**config.mk**
```make
export PLATFORM = sky130hd
export DESIGN_NAME = cell_neighbor_stencil_generator_flat
export DESIGN_NICKNAME = d
export VERILOG_FILES = /design/src/design/cnsg_pkg.sv /design/src/design/cnsg_in_if.sv /design/src/design/cnsg_out_if.sv /design/src/design/cnsg_cfg_regs.sv /design/src/design/cnsg_dist_unit.sv /design/src/design/cell_neighbor_stencil_generator.sv /design/src/flat_wrapper.sv
export SDC_FILE = /design/constraint.sdc
export NUM_CORES = 1
export LEC_CHECK = 0
export BUFFER_PORTS_ARGS = -buffer_cell sky130_fd_sc_hd__buf_2
export CORE_ASPECT_RATIO = 1.75
export CORE_UTILIZATION = 40
export DETAILED_ROUTE_END_ITERATION = 7
export PLACE_DENSITY = 0.53
export RECOVER_POWER = 100
export SLEW_MARGIN = 20
export SYNTH_ARGS = -nofsm -noshare
export SYNTH_HDL_FRONTEND = slang
export SYNTH_SLANG_ARGS = --single-unit
```
**constraint.sdc**
```tcl
create_clock -name clk -period 29.6 [get_ports clk]
set_input_delay 5.92 -clock clk [delete_from_list [all_inputs] [get_ports clk]]
set_output_delay 5.92 -clock clk [all_outputs]
set_load 0.02 [all_outputs]
```
**src/design/cnsg_pkg.sv**
```systemverilog
// Shared types, constants and codes of the cell neighbour stencil generator.
package cnsg_pkg;

  // Grid and list bounds.
  localparam int GRID_MAX = 32;
  localparam int LIST_MAX = 64;

  // Field widths.
  localparam int COORD_W = 5;
  localparam int SIDE_W  = 6;
  localparam int DIST_W  = 12;
  localparam int LIMIT_W = 7;
  localparam int CELL_W  = 15;
  localparam int STAT_W  = 3;

  // Configuration port geometry.
  localparam int DATA_W    = 32;
  localparam int ADDR_W    = 5;
  localparam int REG_IDX_W = 3;

  // Register indexes.
  localparam logic [REG_IDX_W-1:0] REG_GRID_SIDE  = 3'd0;
  localparam logic [REG_IDX_W-1:0] REG_MAX_D      = 3'd1;
  localparam logic [REG_IDX_W-1:0] REG_MAX_D2     = 3'd2;
  localparam logic [REG_IDX_W-1:0] REG_MAX_D3     = 3'd3;
  localparam logic [REG_IDX_W-1:0] REG_LIST_LIMIT = 3'd4;
  localparam logic [REG_IDX_W-1:0] REG_INNER_EN   = 3'd5;

  // Register reset values.
  localparam logic [SIDE_W-1:0]  RST_GRID_SIDE  = 6'd8;
  localparam logic [DIST_W-1:0]  RST_MAX_D      = 12'd1;
  localparam logic [DIST_W-1:0]  RST_MAX_D2     = 12'd1;
  localparam logic [DIST_W-1:0]  RST_MAX_D3     = 12'd1;
  localparam logic [LIMIT_W-1:0] RST_LIST_LIMIT = 7'd64;

  // Result status codes.
  localparam logic [STAT_W-1:0] ST_ENTRY    = 3'd0;
  localparam logic [STAT_W-1:0] ST_END      = 3'd1;
  localparam logic [STAT_W-1:0] ST_OVERFLOW = 3'd2;
  localparam logic [STAT_W-1:0] ST_BAD_THR  = 3'd3;
  localparam logic [STAT_W-1:0] ST_BAD_CELL = 3'd4;

  // Configuration register set.
  typedef struct packed {
    logic [SIDE_W-1:0]  grid_side;
    logic [DIST_W-1:0]  max_d;
    logic [DIST_W-1:0]  max_d2;
    logic [DIST_W-1:0]  max_d3;
    logic [LIMIT_W-1:0] list_limit;
    logic               inner_en;
  } cfg_t;

  // Verdict of the distance unit for one candidate cell.
  typedef struct packed {
    logic incl;
    logic f2;
    logic f3;
    logic n1;
    logic n2;
    logic n3;
  } dist_flags_t;

  // One result item as held in the output register.
  typedef struct packed {
    logic [CELL_W-1:0] nb_cell;
    logic              f2;
    logic              f3;
    logic              n1;
    logic              n2;
    logic              n3;
    logic [STAT_W-1:0] status;
    logic              last;
  } out_item_t;

endpackage

```
**src/design/cnsg_in_if.sv**
```systemverilog
// Request channel carrying one centre cell per transaction.
interface cnsg_in_if;
  logic                        valid;
  logic                        ready;
  logic [cnsg_pkg::COORD_W-1:0] cell_x;
  logic [cnsg_pkg::COORD_W-1:0] cell_y;
  logic [cnsg_pkg::COORD_W-1:0] cell_z;

  modport source (output valid, output cell_x, output cell_y, output cell_z, input ready);
  modport sink   (input valid, input cell_x, input cell_y, input cell_z, output ready);
endinterface

```
**src/design/cnsg_out_if.sv**
```systemverilog
// Result channel carrying one list entry or closing result per transaction.
interface cnsg_out_if;
  logic                        valid;
  logic                        ready;
  logic [cnsg_pkg::CELL_W-1:0] neighbor_cell;
  logic                        include_2;
  logic                        include_3;
  logic                        no_check;
  logic                        no_check_2;
  logic                        no_check_3;
  logic [cnsg_pkg::STAT_W-1:0] status;
  logic                        last;

  modport source (output valid, output neighbor_cell, output include_2, output include_3,
                  output no_check, output no_check_2, output no_check_3, output status,
                  output last, input ready);
  modport sink   (input valid, input neighbor_cell, input include_2, input include_3,
                  input no_check, input no_check_2, input no_check_3, input status,
                  input last, output ready);
endinterface

```
**src/design/cnsg_cfg_regs.sv**
```systemverilog
// Configuration register file behind the APB-style port.
module cnsg_cfg_regs (
  input  logic                          clk,
  input  logic                          rst_n,
  input  logic                          psel,
  input  logic                          penable,
  input  logic                          pwrite,
  input  logic [cnsg_pkg::ADDR_W-1:0]   paddr,
  input  logic [cnsg_pkg::DATA_W-1:0]   pwdata,
  output logic [cnsg_pkg::DATA_W-1:0]   prdata,
  output logic                          pready,
  output cnsg_pkg::cfg_t                cfg
);

  cnsg_pkg::cfg_t                   cfg_r;
  cnsg_pkg::cfg_t                   cfg_nxt;
  logic [cnsg_pkg::REG_IDX_W-1:0]   reg_idx;
  logic                             wr_en;

  assign pready  = 1'b1;
  assign reg_idx = paddr[cnsg_pkg::ADDR_W-1:2];
  assign wr_en   = psel && penable && pwrite;
  assign cfg     = cfg_r;

  // Decode a write into the addressed register; unknown addresses are ignored.
  always_comb begin
    cfg_nxt = cfg_r;
    if (wr_en) begin
      unique case (reg_idx)
        cnsg_pkg::REG_GRID_SIDE:  cfg_nxt.grid_side  = pwdata[cnsg_pkg::SIDE_W-1:0];
        cnsg_pkg::REG_MAX_D:      cfg_nxt.max_d      = pwdata[cnsg_pkg::DIST_W-1:0];
        cnsg_pkg::REG_MAX_D2:     cfg_nxt.max_d2     = pwdata[cnsg_pkg::DIST_W-1:0];
        cnsg_pkg::REG_MAX_D3:     cfg_nxt.max_d3     = pwdata[cnsg_pkg::DIST_W-1:0];
        cnsg_pkg::REG_LIST_LIMIT: cfg_nxt.list_limit = pwdata[cnsg_pkg::LIMIT_W-1:0];
        cnsg_pkg::REG_INNER_EN:   cfg_nxt.inner_en   = pwdata[0];
        default: ;
      endcase
    end
  end

  // Read-back of the addressed register, zero-extended.
  always_comb begin
    unique case (reg_idx)
      cnsg_pkg::REG_GRID_SIDE:  prdata = {{(cnsg_pkg::DATA_W-cnsg_pkg::SIDE_W){1'b0}},
                                          cfg_r.grid_side};
      cnsg_pkg::REG_MAX_D:      prdata = {{(cnsg_pkg::DATA_W-cnsg_pkg::DIST_W){1'b0}},
                                          cfg_r.max_d};
      cnsg_pkg::REG_MAX_D2:     prdata = {{(cnsg_pkg::DATA_W-cnsg_pkg::DIST_W){1'b0}},
                                          cfg_r.max_d2};
      cnsg_pkg::REG_MAX_D3:     prdata = {{(cnsg_pkg::DATA_W-cnsg_pkg::DIST_W){1'b0}},
                                          cfg_r.max_d3};
      cnsg_pkg::REG_LIST_LIMIT: prdata = {{(cnsg_pkg::DATA_W-cnsg_pkg::LIMIT_W){1'b0}},
                                          cfg_r.list_limit};
      cnsg_pkg::REG_INNER_EN:   prdata = {{(cnsg_pkg::DATA_W-1){1'b0}}, cfg_r.inner_en};
      default:                  prdata = '0;
    endcase
  end

  always_ff @(posedge clk) begin
    if (!rst_n) begin
      cfg_r.grid_side  <= cnsg_pkg::RST_GRID_SIDE;
      cfg_r.max_d      <= cnsg_pkg::RST_MAX_D;
      cfg_r.max_d2     <= cnsg_pkg::RST_MAX_D2;
      cfg_r.max_d3     <= cnsg_pkg::RST_MAX_D3;
      cfg_r.list_limit <= cnsg_pkg::RST_LIST_LIMIT;
      cfg_r.inner_en   <= 1'b0;
    end else begin
      cfg_r <= cfg_nxt;
    end
  end

endmodule

```
**src/design/cnsg_dist_unit.sv**
```systemverilog
// Shared distance unit: evaluates one candidate cell against the thresholds.
module cnsg_dist_unit (
  input  logic [cnsg_pkg::COORD_W-1:0] cx,
  input  logic [cnsg_pkg::COORD_W-1:0] cy,
  input  logic [cnsg_pkg::COORD_W-1:0] cz,
  input  logic [cnsg_pkg::COORD_W-1:0] x,
  input  logic [cnsg_pkg::COORD_W-1:0] y,
  input  logic [cnsg_pkg::COORD_W-1:0] z,
  input  cnsg_pkg::cfg_t               cfg,
  output cnsg_pkg::dist_flags_t        flags
);

  localparam int LT_W = 2 * cnsg_pkg::COORD_W;
  localparam int GT_W = 2 * (cnsg_pkg::COORD_W + 1);

  function automatic logic [cnsg_pkg::COORD_W-1:0] abs_diff(
    input logic [cnsg_pkg::COORD_W-1:0] a,
    input logic [cnsg_pkg::COORD_W-1:0] b
  );
    return (a > b) ? (a - b) : (b - a);
  endfunction

  // Squared gap of an axis: zero when equal, else (d-1)^2.
  function automatic logic [LT_W-1:0] least_term(input logic [cnsg_pkg::COORD_W-1:0] d);
    logic [cnsg_pkg::COORD_W-1:0] g;
    g = d - 1'b1;
    return (d == '0) ? '0 : (LT_W'(g) * LT_W'(g));
  endfunction

  // Squared far reach of an axis: one when equal, else (d+1)^2.
  function automatic logic [GT_W-1:0] great_term(input logic [cnsg_pkg::COORD_W-1:0] d);
    logic [cnsg_pkg::COORD_W:0] g;
    g = {1'b0, d} + 1'b1;
    return (d == '0) ? GT_W'(1) : (GT_W'(g) * GT_W'(g));
  endfunction

  logic [cnsg_pkg::COORD_W-1:0] dx, dy, dz;
  logic [cnsg_pkg::DIST_W-1:0]  lo, hi;
  logic                         n1;
  logic                         n2;

  assign dx = abs_diff(x, cx);
  assign dy = abs_diff(y, cy);
  assign dz = abs_diff(z, cz);

  // Least and greatest squared cell distances.
  assign lo = cnsg_pkg::DIST_W'(least_term(dx)) + cnsg_pkg::DIST_W'(least_term(dy))
            + cnsg_pkg::DIST_W'(least_term(dz));
  assign hi = cnsg_pkg::DIST_W'(great_term(dx)) + cnsg_pkg::DIST_W'(great_term(dy))
            + cnsg_pkg::DIST_W'(great_term(dz));

  // Threshold flags; the inner ones chain through the three thresholds.
  assign n1 = cfg.inner_en && (hi < cfg.max_d);
  assign n2 = n1 && (hi < cfg.max_d2);

  assign flags.incl = lo < cfg.max_d;
  assign flags.f2   = lo < cfg.max_d2;
  assign flags.f3   = (lo < cfg.max_d2) && (lo < cfg.max_d3);
  assign flags.n1   = n1;
  assign flags.n2   = n2;
  assign flags.n3   = n2 && (hi < cfg.max_d3);

endmodule

```
**src/design/cell_neighbor_stencil_generator.sv**
```systemverilog
// Top level: request checks, scan sequencer around the distance unit, output register.
// A rejected request (bad thresholds or bad cell) gives its single result in the cycle
// after acceptance. An accepted scan visits one candidate cell per cycle through the
// distance unit, holding while an included cell waits on the output register, over side
// cubed cells (grid_side capped at 32) or up to a list overflow, then gives a closing result.
// A new request is taken once the scan has ended and the output register can load.
// Reset is synchronous and active low; it clears the sequencer and the output valid.
module cell_neighbor_stencil_generator (
  input  logic                          clk,
  input  logic                          rst_n,
  cnsg_in_if.sink                       in_chan,
  cnsg_out_if.source                    out_chan,
  input  logic                          psel,
  input  logic                          penable,
  input  logic                          pwrite,
  input  logic [cnsg_pkg::ADDR_W-1:0]   paddr,
  input  logic [cnsg_pkg::DATA_W-1:0]   pwdata,
  output logic [cnsg_pkg::DATA_W-1:0]   prdata,
  output logic                          pready
);

  localparam logic [1:0] S_IDLE = 2'd0;
  localparam logic [1:0] S_SCAN = 2'd1;
  localparam logic [1:0] S_END  = 2'd2;

  cnsg_pkg::cfg_t         cfg;
  cnsg_pkg::dist_flags_t  flags;

  logic [1:0]                    state_r, state_nxt;
  logic [cnsg_pkg::COORD_W-1:0]  cx_r, cy_r, cz_r, cx_nxt, cy_nxt, cz_nxt;
  logic [cnsg_pkg::COORD_W-1:0]  x_r, y_r, z_r, x_nxt, y_nxt, z_nxt;
  logic [cnsg_pkg::CELL_W-1:0]   cell_r, cell_nxt;
  logic [cnsg_pkg::LIMIT_W-1:0]  count_r, count_nxt;
  logic                          ov_r, ov_nxt;
  cnsg_pkg::out_item_t           item_r, item_nxt;

  logic [cnsg_pkg::SIDE_W-1:0]   side_eff, side_m1;
  logic [cnsg_pkg::LIMIT_W-1:0]  limit_eff;
  logic                          bad_thr, bad_cell, can_load, in_acc, overflow;
  logic                          z_end, y_end, x_end;

  cnsg_cfg_regs u_cfg (
    .clk     (clk),
    .rst_n   (rst_n),
    .psel    (psel),
    .penable (penable),
    .pwrite  (pwrite),
    .paddr   (paddr),
    .pwdata  (pwdata),
    .prdata  (prdata),
    .pready  (pready),
    .cfg     (cfg)
  );

  cnsg_dist_unit u_dist (
    .cx    (cx_r),
    .cy    (cy_r),
    .cz    (cz_r),
    .x     (x_r),
    .y     (y_r),
    .z     (z_r),
    .cfg   (cfg),
    .flags (flags)
  );

  // Effective side and list limit after saturation.
  assign side_eff  = (cfg.grid_side > cnsg_pkg::SIDE_W'(cnsg_pkg::GRID_MAX))
                   ? cnsg_pkg::SIDE_W'(cnsg_pkg::GRID_MAX) : cfg.grid_side;
  assign side_m1   = side_eff - 1'b1;
  assign limit_eff = (cfg.list_limit == '0) ? cnsg_pkg::LIMIT_W'(1)
                   : (cfg.list_limit > cnsg_pkg::LIMIT_W'(cnsg_pkg::LIST_MAX))
                   ? cnsg_pkg::LIMIT_W'(cnsg_pkg::LIST_MAX) : cfg.list_limit;

  // Request checks.
  assign bad_thr  = (cfg.max_d2 > cfg.max_d) || (cfg.max_d3 > cfg.max_d2);
  assign bad_cell = ({1'b0, in_chan.cell_x} >= side_eff) || ({1'b0, in_chan.cell_y} >= side_eff)
                 || ({1'b0, in_chan.cell_z} >= side_eff);

  // Handshake on both sides.
  assign can_load      = !ov_r || out_chan.ready;
  assign in_chan.ready = (state_r == S_IDLE) && can_load;
  assign in_acc        = in_chan.valid && in_chan.ready;

  // Scan position and list length.
  assign z_end    = {1'b0, z_r} == side_m1;
  assign y_end    = {1'b0, y_r} == side_m1;
  assign x_end    = {1'b0, x_r} == side_m1;
  assign overflow = ({1'b0, count_r} + 1'b1) >= {1'b0, limit_eff};

  // Sequencer and output register loading.
  always_comb begin
    state_nxt = state_r;
    cx_nxt    = cx_r;
    cy_nxt    = cy_r;
    cz_nxt    = cz_r;
    x_nxt     = x_r;
    y_nxt     = y_r;
    z_nxt     = z_r;
    cell_nxt  = cell_r;
    count_nxt = count_r;
    ov_nxt    = ov_r && !out_chan.ready;
    item_nxt  = item_r;

    unique case (state_r)
      S_IDLE: begin
        if (in_acc) begin
          if (bad_thr || bad_cell) begin
            ov_nxt        = 1'b1;
            item_nxt      = '0;
            item_nxt.status = bad_thr ? cnsg_pkg::ST_BAD_THR : cnsg_pkg::ST_BAD_CELL;
            item_nxt.last = 1'b1;
          end else begin
            cx_nxt    = in_chan.cell_x;
            cy_nxt    = in_chan.cell_y;
            cz_nxt    = in_chan.cell_z;
            x_nxt     = '0;
            y_nxt     = '0;
            z_nxt     = '0;
            cell_nxt  = '0;
            count_nxt = '0;
            state_nxt = S_SCAN;
          end
        end
      end
      S_SCAN: begin
        if (!flags.incl || can_load) begin
          if (flags.incl && overflow) begin
            ov_nxt          = 1'b1;
            item_nxt        = '0;
            item_nxt.status = cnsg_pkg::ST_OVERFLOW;
            item_nxt.last   = 1'b1;
            state_nxt       = S_IDLE;
          end else begin
            if (flags.incl) begin
              ov_nxt           = 1'b1;
              item_nxt.nb_cell = cell_r;
              item_nxt.f2      = flags.f2;
              item_nxt.f3      = flags.f3;
              item_nxt.n1      = flags.n1;
              item_nxt.n2      = flags.n2;
              item_nxt.n3      = flags.n3;
              item_nxt.status  = cnsg_pkg::ST_ENTRY;
              item_nxt.last    = 1'b0;
              count_nxt        = count_r + 1'b1;
            end
            // Step to the next candidate in linear order.
            cell_nxt = cell_r + 1'b1;
            if (z_end) begin
              z_nxt = '0;
              if (y_end) begin
                y_nxt = '0;
                if (x_end) begin
                  state_nxt = S_END;
                end else begin
                  x_nxt = x_r + 1'b1;
                end
              end else begin
                y_nxt = y_r + 1'b1;
              end
            end else begin
              z_nxt = z_r + 1'b1;
            end
          end
        end
      end
      S_END: begin
        if (can_load) begin
          ov_nxt          = 1'b1;
          item_nxt        = '0;
          item_nxt.status = cnsg_pkg::ST_END;
          item_nxt.last   = 1'b1;
          state_nxt       = S_IDLE;
        end
      end
      default: state_nxt = S_IDLE;
    endcase
  end

  // Control state.
  always_ff @(posedge clk) begin
    if (!rst_n) begin
      state_r <= S_IDLE;
      ov_r    <= 1'b0;
      count_r <= '0;
    end else begin
      state_r <= state_nxt;
      ov_r    <= ov_nxt;
      count_r <= count_nxt;
    end
  end

  // Datapath registers.
  always_ff @(posedge clk) begin
    cx_r   <= cx_nxt;
    cy_r   <= cy_nxt;
    cz_r   <= cz_nxt;
    x_r    <= x_nxt;
    y_r    <= y_nxt;
    z_r    <= z_nxt;
    cell_r <= cell_nxt;
    item_r <= item_nxt;
  end

  // Result channel drive.
  assign out_chan.valid         = ov_r;
  assign out_chan.neighbor_cell = item_r.nb_cell;
  assign out_chan.include_2     = item_r.f2;
  assign out_chan.include_3     = item_r.f3;
  assign out_chan.no_check      = item_r.n1;
  assign out_chan.no_check_2    = item_r.n2;
  assign out_chan.no_check_3    = item_r.n3;
  assign out_chan.status        = item_r.status;
  assign out_chan.last          = item_r.last;

endmodule

```
**src/flat_wrapper.sv**
```systemverilog
// flat-port wrapper written by rule: the top's interface ports become plain ports
module cell_neighbor_stencil_generator_flat 
  (clk, rst_n, psel, penable, pwrite, paddr, pwdata, prdata, pready, in_chan_valid, in_chan_cell_x, in_chan_cell_y, in_chan_cell_z, in_chan_ready, out_chan_valid, out_chan_neighbor_cell, out_chan_include_2, out_chan_include_3, out_chan_no_check, out_chan_no_check_2, out_chan_no_check_3, out_chan_status, out_chan_last, out_chan_ready);
  cnsg_in_if in_chan_i ();
  cnsg_out_if out_chan_i ();
  input  logic clk;
  input  logic rst_n;
  input  logic psel;
  input  logic penable;
  input  logic pwrite;
  input  logic [cnsg_pkg::ADDR_W-1:0] paddr;
  input  logic [cnsg_pkg::DATA_W-1:0] pwdata;
  output logic [cnsg_pkg::DATA_W-1:0] prdata;
  output logic pready;
  input wire logic [$bits(in_chan_i.valid)-1:0] in_chan_valid;
  input wire logic [$bits(in_chan_i.cell_x)-1:0] in_chan_cell_x;
  input wire logic [$bits(in_chan_i.cell_y)-1:0] in_chan_cell_y;
  input wire logic [$bits(in_chan_i.cell_z)-1:0] in_chan_cell_z;
  output wire logic [$bits(in_chan_i.ready)-1:0] in_chan_ready;
  output wire logic [$bits(out_chan_i.valid)-1:0] out_chan_valid;
  output wire logic [$bits(out_chan_i.neighbor_cell)-1:0] out_chan_neighbor_cell;
  output wire logic [$bits(out_chan_i.include_2)-1:0] out_chan_include_2;
  output wire logic [$bits(out_chan_i.include_3)-1:0] out_chan_include_3;
  output wire logic [$bits(out_chan_i.no_check)-1:0] out_chan_no_check;
  output wire logic [$bits(out_chan_i.no_check_2)-1:0] out_chan_no_check_2;
  output wire logic [$bits(out_chan_i.no_check_3)-1:0] out_chan_no_check_3;
  output wire logic [$bits(out_chan_i.status)-1:0] out_chan_status;
  output wire logic [$bits(out_chan_i.last)-1:0] out_chan_last;
  input wire logic [$bits(out_chan_i.ready)-1:0] out_chan_ready;
  assign in_chan_i.valid = in_chan_valid;
  assign in_chan_i.cell_x = in_chan_cell_x;
  assign in_chan_i.cell_y = in_chan_cell_y;
  assign in_chan_i.cell_z = in_chan_cell_z;
  assign in_chan_ready = in_chan_i.ready;
  assign out_chan_valid = out_chan_i.valid;
  assign out_chan_neighbor_cell = out_chan_i.neighbor_cell;
  assign out_chan_include_2 = out_chan_i.include_2;
  assign out_chan_include_3 = out_chan_i.include_3;
  assign out_chan_no_check = out_chan_i.no_check;
  assign out_chan_no_check_2 = out_chan_i.no_check_2;
  assign out_chan_no_check_3 = out_chan_i.no_check_3;
  assign out_chan_status = out_chan_i.status;
  assign out_chan_last = out_chan_i.last;
  assign out_chan_i.ready = out_chan_ready;
  cell_neighbor_stencil_generator u_core (.clk(clk), .rst_n(rst_n), .in_chan(in_chan_i), .out_chan(out_chan_i), .psel(psel), .penable(penable), .pwrite(pwrite), .paddr(paddr), .pwdata(pwdata), .prdata(prdata), .pready(pready));
endmodule
```
==> out/results.txt <==
final core utilization: 0.4423
largest net degree at the start of global routing: 68
cts repair resizes: 0
leading cell type in the layout, fill and taps excluded: ha_1
final instance area: 16040 um^2
hpwl dp: 31180 um
most frequent cells in the layout: ha_1 (240), inv_1 (198), nand2_1 (174)
I/O Pins: 118
H-Tree Depth: 4
Setup Buffers After CTS: 0
Fmax: 70.59 MHz
GPL Wtd Cong: 0.8672
antenna viol nets, final: 0
worst endpoint data arrival time: 8.25 ns
total die area: 37750 um^2
final worst-path cycle share: 0.4786
Core Region: 36260 um^2
slowest cell on the critical path: clkbuf_1
Placed Cells: 2215
via density per instance: 5.166
Slew headroom: 0.08784
Hold Path Stages: 2
top cells by area, synth: ha_1 (20%), edfxtp_1 (14%), dfxtp_1 (8.1%)
Synth cell types: 77
Post-synth EDFFs: 69
initial core utilization: 0.4076
CP Capture Type: primary output
Yosys warnings: 0
final setup fails: 0
fraction of layout cells with a size suffix above 1: 0.04333
Root Driver: clkbuf_16
die height: 256.3 um
worst-path cell chain: clkbuf_1 > inv_1 > nor2_1 > a22oi_1 > o21ai_0 > clkbuf_1
min-delay worst type: flop to flop
vias in the first global route: 11990
final hold violation count: 0
Routed WL: 37510 um
fin crit period: 14.17 ns
Final Non-Filler Cells: 2247
Clk Latency, worst-skew pair: 0.44 ns
total congestion overflow: 0
via count: 11610
drt first-iter violations: 384
Avg Cell Area, Syn: 8.657 um^2
TritonCTS clock tree: yes
n_diodes: 0
max-slew violations: 0
run status: completed
Synth top area share: 0.2032
Syn Inst Count: 1707
Netlist Area Pre-Place: 14780 um^2
Area Overhead vs Synth: 8.526%
asr flop ratio synth: 0
WS Path Type: input pin to primary output
hold buffers post-CTS: 0
Max Cap Viol: 0
Routed WL per cell: 16.69 um
placed instance area: 15550 um^2
first-pass GRT wire length: 61250 um
Yosys reg bits: 129
initial antenna violation count: 0
Synth area leader: ha_1
CP required: 23.68 ns
Die W: 147.3 um
Least-Margin Pin Slew: 1.358 ns
layout net count: 2120
drt pass-1 iters: 5
top_reg_cell synth: edfxtp_1
clock sink count: 129
RSZ-0062 raised after global routing: false
total CTS buffers: 17
Tot GR Track Use: 0.2062
Final Skew: 0.009377 ns
worst-path maximum fanout: 25
Crit path largest cell delay: 0.79 ns
sequential-to-total area share from yosys stat: 0.2215
CTS Buffer Depth: 2
residual DRC count: 0
R2R depth: 35
most used cell, CP: clkbuf_1
Clock Pin Slew Worst Setup and Hold Paths: 0.06 ns
Fin Setup TNS: 0 ns
# port buffers: 74
Rows: 92
Worst setup SP type: input pin
## per-layer routing
layer / vias up / routed length [um] / global-route usage
li1: 5893 / - / -
met2: 134 / 21030 / 0.4062
met5: - / 0 / 0
met1: 5533 / 14760 / 0.2177
met3: 49 / 595 / 0.02278
met4: 0 / 1125 / 0.07932
## flip-flops by register name, summed over array words and instances (netlist names), 2 cells and up
name / count
u_core.count_r: 7
u_core.cy_r: 5
u_core.cz_r: 5
u_core.cx_r: 5
u_core.u_cfg.cfg: 50
u_core.x_r: 5
u_core.out_chan.neighbor_cell: 15
u_core.cell_r: 15
u_core.z_r: 5
u_core.out_chan.status: 3
u_core.y_r: 5
u_core.state_r: 2
## area by class of cell
class                           count  area, um^2
Fill cell                        3671       20220
Multi-Input combinational cell   1337       10510
Sequential cell                   129        3273
Inverter                          199       747.0
Clock inverter                     15       156.4
Clock buffer                       17       425.4
Timing Repair Buffer               80       337.8
Tap cell                          470       588.1
## cells in the mapped netlist (all sizes together) (3+ instances only)
cell type	n
ha	240
inv	199
nand2	174
nor2	102
a21oi	79
xnor2	72
edfxtp	69
dfxtp	60
a21o	57
fa	57
nor2b	53
o21ai	53
xor2	48
and2	47
nand3	47
clkbuf	39
mux2i	36
nand2b	29
a21boi	28
buf	28
nand4	18
nor3	18
o21bai	15
and3	14
o21a	12
o211ai	11
a211oi	9
a31oi	9
or3	9
a22oi	8
o22ai	8
nor3b	5
nor4	5
o2111a	4
o31ai	4
a31o	3
a32o	3
nand4b	3
## worst paths after layout
path | from | to | slack, ns
worst min-delay path | u_core.u_cfg.cfg[34] | u_core.u_cfg.cfg[34] | 0.48
worst min register to register | u_core.u_cfg.cfg[34] | u_core.u_cfg.cfg[34] | 0.48
worst max-delay path | paddr[2] | prdata[5] | 15.43
worst max register to register | u_core.z_r[0] | u_core.out_chan.neighbor_cell[2] | 17.94
## kinds of logic after synthesis
| family | Yosys count | synth area share |
|---|---|---|
| mux | 37 | 0.02591 |
| buf+inv | 266 | 0.07383 |
| fa+ha+maj | 297 | 0.2804 |
| flops | 129 | 0.2215 |
| xor+xnor | 121 | 0.07366 |
| simple gates | 533 | 0.1777 |
| other cells | 2 | 0.0005082 |
| compound gates | 322 | 0.1465 |
## per-stage QoR
step / worst slack [ns] / hold WS, ns
2_1_floorplan: 16.42 / 0.4534
3_3_place_gp: 16.06 / 0.4675
3_5_place_dp: 16.05 / 0.4759
4_1_cts: 16.04 / 0.4837
5_1_grt: 15.23 / 0.5019
6_report: 15.43 / 0.4834
## critical path: cells and delay by family
kind | cells | cell delay [ns]
buffers and inverters | 3 | 1.37
and+or+nand+nor | 1 | 0.55
AOI/OAI and AO/OA | 2 | 0.40
Power is not shown: default switching activity piles up to over one toggle a cycle in this logic, so the estimate is an artifact.
